$ cat config.mk
export PLATFORM = sky130hd
export DESIGN_NAME = sti_ctrl
export DESIGN_NICKNAME = d
export VERILOG_FILES = /design/src/rtl/sti_pkg.sv /design/src/rtl/sti_ctrl.sv
export SDC_FILE = /design/constraint.sdc
export NUM_CORES = 1
export LEC_CHECK = 0
export ABC_CLOCK_PERIOD_IN_PS = 2000
export BUFFER_PORTS_ARGS = -buffer_cell sky130_fd_sc_hd__clkbuf_2
export CAP_MARGIN = 15
export CORE_AREA = 2 2 39 41
export DETAILED_ROUTE_END_ITERATION = 6
export DIE_AREA = 0 0 41 43
export HOLD_SLACK_MARGIN = 0.02
export PLACE_DENSITY = 0.37
export SKIP_LAST_GASP = 1
export SLEW_MARGIN = 40
export SYNTH_ARGS = -nofsm -noshare
export SYNTH_HDL_FRONTEND = slang
export SYNTH_SLANG_ARGS = --single-unit
$ cat constraint.sdc
create_clock -name clk_i -period 2 [get_ports clk_i]
set_clock_uncertainty 0.05 [all_clocks]
set_input_delay 0.1 -clock clk_i [delete_from_list [all_inputs] [get_ports clk_i]]
set_output_delay 0.1 -clock clk_i [all_outputs]
set_load 0.05 [all_outputs]
$ cat src/rtl/sti_pkg.sv
package sti_pkg;

  localparam int unsigned OpW     = 2;
  localparam int unsigned KeyW    = 32;
  localparam int unsigned IdxW    = 6;
  localparam int unsigned StatW   = 2;
  localparam int unsigned FillW   = 7;
  localparam int unsigned PosW    = 6;
  localparam int unsigned InDataW = 40;
  localparam int unsigned OutDataW = 48;
  // read path: groups of eight cells, picked in two registered steps
  localparam int unsigned GrpSize = 8;
  localparam int unsigned NumGrp  = 8;

  typedef enum logic [OpW-1:0] {
    OP_INSERT = 2'd0,
    OP_DELETE = 2'd1,
    OP_READ   = 2'd2
  } op_e;

  typedef enum logic [StatW-1:0] {
    ST_OK        = 2'd0,
    ST_FULL      = 2'd1,
    ST_NOT_FOUND = 2'd2,
    ST_BAD_INDEX = 2'd3
  } status_e;

  typedef enum logic [1:0] {
    S_IDLE,
    S_CMP,
    S_UPD
  } state_e;

  typedef struct packed {
    logic load;
    logic compare;
    logic update;
  } dp_cmd_t;

endpackage

$ cat src/rtl/sti_ctrl.sv
module sti_ctrl (
  input  logic              clk_i,
  input  logic              rst_ni,
  input  logic              in_valid_i,
  output logic              in_ready_o,
  output logic              out_valid_o,
  input  logic              out_ready_i,
  output sti_pkg::dp_cmd_t  cmd_o
);

  sti_pkg::state_e state_q, state_d;
  logic            out_valid_q, out_valid_d;
  logic            out_free;

  assign out_free = !out_valid_q || out_ready_i;

  always_ff @(posedge clk_i or negedge rst_ni) begin
    if (!rst_ni) begin
      state_q     <= sti_pkg::S_IDLE;
      out_valid_q <= 1'b0;
    end else begin
      state_q     <= state_d;
      out_valid_q <= out_valid_d;
    end
  end

  always_comb begin
    state_d     = state_q;
    in_ready_o  = 1'b0;
    cmd_o       = '0;
    out_valid_d = out_valid_q && !out_ready_i;
    case (state_q)
      sti_pkg::S_IDLE: begin
        in_ready_o = 1'b1;
        if (in_valid_i) begin
          state_d = sti_pkg::S_CMP;
        end
      end
      sti_pkg::S_CMP: begin
        cmd_o.compare = 1'b1;
        state_d       = sti_pkg::S_UPD;
      end
      sti_pkg::S_UPD: begin
        // result register takes the new item only once the old one is gone
        if (out_free) begin
          cmd_o.update = 1'b1;
          out_valid_d  = 1'b1;
          in_ready_o   = 1'b1;
          state_d      = in_valid_i ? sti_pkg::S_CMP : sti_pkg::S_IDLE;
        end
      end
      default: begin
        state_d = sti_pkg::S_IDLE;
      end
    endcase
    cmd_o.load = in_valid_i && in_ready_o;
  end

  assign out_valid_o = out_valid_q;

endmodule

==> impl_metrics.tcl <==
set metrics [dict create \
    async_flop_share_pct 100 \
    critPathArrivalTime_ns 1.22 \
    met2_usage_pct 7.81 \
    cts_tree "done" \
    cts.sinks 3 \
    crit_fanout 4 \
    fin_cells 43 \
    globalplace.congestion 0.631 \
    fill_cells 166 \
    critical_path.top_delay_family "flip-flops" \
    slowest_stage "dfrtp_1" \
    multi_input_area_sq_um 63.8 \
    busiest_layer "met2" \
    seqCellArea_sq_um 75.1 \
    synth_top_area_share_pct 51.3 \
    die-area_sq_um 1760 \
    hpwl_um 263 \
    cts_setup_buffers 0 \
    ys.flop_type "dfrtp_1" \
    critical-path-max-stage-delay_ns 0.38 \
    grt_use_met3_pct 4.71 \
    worst_slack_ns 0.635 \
    grt_util_met1_pct 3.56 \
    synth_cell_type_count 9 \
    netlist_instances 15 \
    clk_pin_slew_ns 0.04 \
    io_pins 9 \
    cts_resized 0 \
    peakVddDrop_v 0.000163 \
    critPathLaunchType "register" \
    fmax_ghz 0.732 \
    postRouteAntennaNets 0 \
    dr_total_vias 143 \
    ys_warn_count 0 \
    yosys_register_bits 3 \
    cp-end-kind "primary output" \
    core-area_sq_um 1380 \
    cts_buffers 3 \
    portBuffers 8 \
    syn_area_per_cell_sq_um 9.76 \
    drc 0 \
    antenna_found_initial 0 \
    dr.pass1.iters 2 \
    status "finished, final reports clean" \
    crit_type "register to primary output" \
    rsz0062_at_grt "false" \
    grt_pass1_vias 156 \
    netlist_area_sq_um 146 \
    start_util_pct 10.6 \
    antenna_cells 0 \
    yosys-top-cells-area "dfrtp_1, nand2b_1, a21oi_1" \
    hold_path.class "input port to register" \
    cts-root-buf "clkbuf_4" \
    p_per_area_nw_per_um2 1130 \
    cp_cell_sequence "nor2b_2 -> a21oi_1 -> clkbuf_2" \
    floorplan.die.height_um 43 \
    fin_nets 32 \
    row_count 14 \
    synthToLayoutAreaGrowth_pct 60.7 \
    clk_latency_ns 0.23 \
    yosysSeqAreaShare_pct 51.3 \
    maxSlewViolCount 0 \
    grt_use_total_pct 5.13 \
    grt_max_degree 6 \
    grt_pass1_wl_um 538 \
    place_inst 38 \
    relSlewSlack_pct 81.6 \
    setup_tns_ns 0 \
    cellLeakagePower_nw 0.119 \
    fin_crit_sh_pct 68.3 \
    hold_viol 0 \
    ys_top_cells_by_count "a21oi_1, dfrtp_1, nand2b_1" \
    cts_max_level 1 \
    tightest_slew_ns 0.278 \
    synth_nets 19 \
    wl_per_cell_um 8.28 \
    dp_slack_ns 0.869 \
    drive_gt1_share_pct 44.4 \
    synth_edf_count 0 \
    die_w_um 41 \
    layout_min_cycle_time_ns 1.37 \
    critical_path_buf_inv_count 1 \
    drt-vias-per-instance 3.33 \
    drv_cap 0 \
    cts_max_path_buffers 2 \
    yosysTopAreaCell "dfrtp_1" \
    drt-total-wl_um 356 \
    dr.first_iter.drc_count 1 \
    required_ns 1.85 \
    setup_viol 0 \
    grt_overflow 0 \
]
final timing paths:
check / endpoint / from / slack, ns / cells after the start
max: cmd_o[2] / out_valid_o$_DFF_PN0_ / 0.63 / 3
min: state_q[0]$_DFFE_PN0P_ / in_valid_i / 0.06 / 3
max reg2reg: state_q[1]$_DFFE_PN0P_ / state_q[0]$_DFFE_PN0P_ / 1.14 / 2
min reg2reg: state_q[0]$_DFFE_PN0P_ / state_q[1]$_DFFE_PN0P_ / 0.47 / 1
max in group asynchronous: state_q[1]$_DFFE_PN0P_ / rst_ni / 1.64 / 2
min in group asynchronous: out_valid_o$_DFF_PN0_ / rst_ni / 0.15 / 2
area by class of cell:
class	count	area share, %
clock buffers	4	11.2
multi-input cells	11	27.1
well taps	16	8.51
flip-flops and latches	3	31.9
repair buffers	9	21.3
metrics by stage:
stage                     cell area, sq um  power (W)  utilization, %  hold WS [ns]
after floorplan                        146   0.000143               -        -0.246
after global placement                 199   0.000160            14.4        -0.150
after detailed placement               199   0.000160            14.4        -0.150
after CTS                              235   0.000272            17.0        0.0566
after global routing                   235   0.000280            17.0        0.0674
final                                  235   0.000266            17.0        0.0588
sequential cells by signal (all words and copies together), names as in the netlist:
signal	count
out_valid_o	1
state_q	2
worst reg2reg max path: cells and delay by family, from the launching register on:
family          cells  cell delay, ns
flops               1            0.39
simple gates        1            0.16
compound gates      1            0.15
placed cells by master (no fill, tap or decap), drive strengths merged:
| master | count |
|---|---|
| clkbuf | 12 |
| nand2b | 3 |
| a21oi | 3 |
| dfrtp | 3 |
| nor2b | 2 |
| nor2 | 1 |
| nand2 | 1 |
| o21bai | 1 |
| dlygate4sd3 | 1 |
routing by layer:
metal / wire, um / vias to the layer above / share of wire (%)
met5: 0 / - / 0
met4: 0 / 0 / 0
met3: 42 / 0 / 12
met2: 192 / 5 / 54
met1: 121 / 66 / 34
li1: - / 72 / -
cells by family (layout without fill, tap and decap cells):
family                 Yosys count  after routing  share of synthesized area [%]
AO/OA/AOI/OAI                    4              4                           15.4
flip-flops                       3              3                           51.3
AND/OR/NAND/NOR                  7              7                           28.2
buffers and inverters            1             13                           5.13
where the power goes:
| group | switching [W] | internal (W) | leakage, nW |
|---|---|---|---|
| clock | 0.0000304 | 0.0000747 | 0.0150 |
| sequential | 0.00000722 | 0.0000694 | 0.0380 |
| combinational | 0.0000626 | 0.0000213 | 0.0659 |
timing repair:
action	in CTS	in global routing
hold buffers	1	0
hold endpoints to repair	3	0
setup endpoints to repair	0	0
Power figures use the tool's default switching activity.
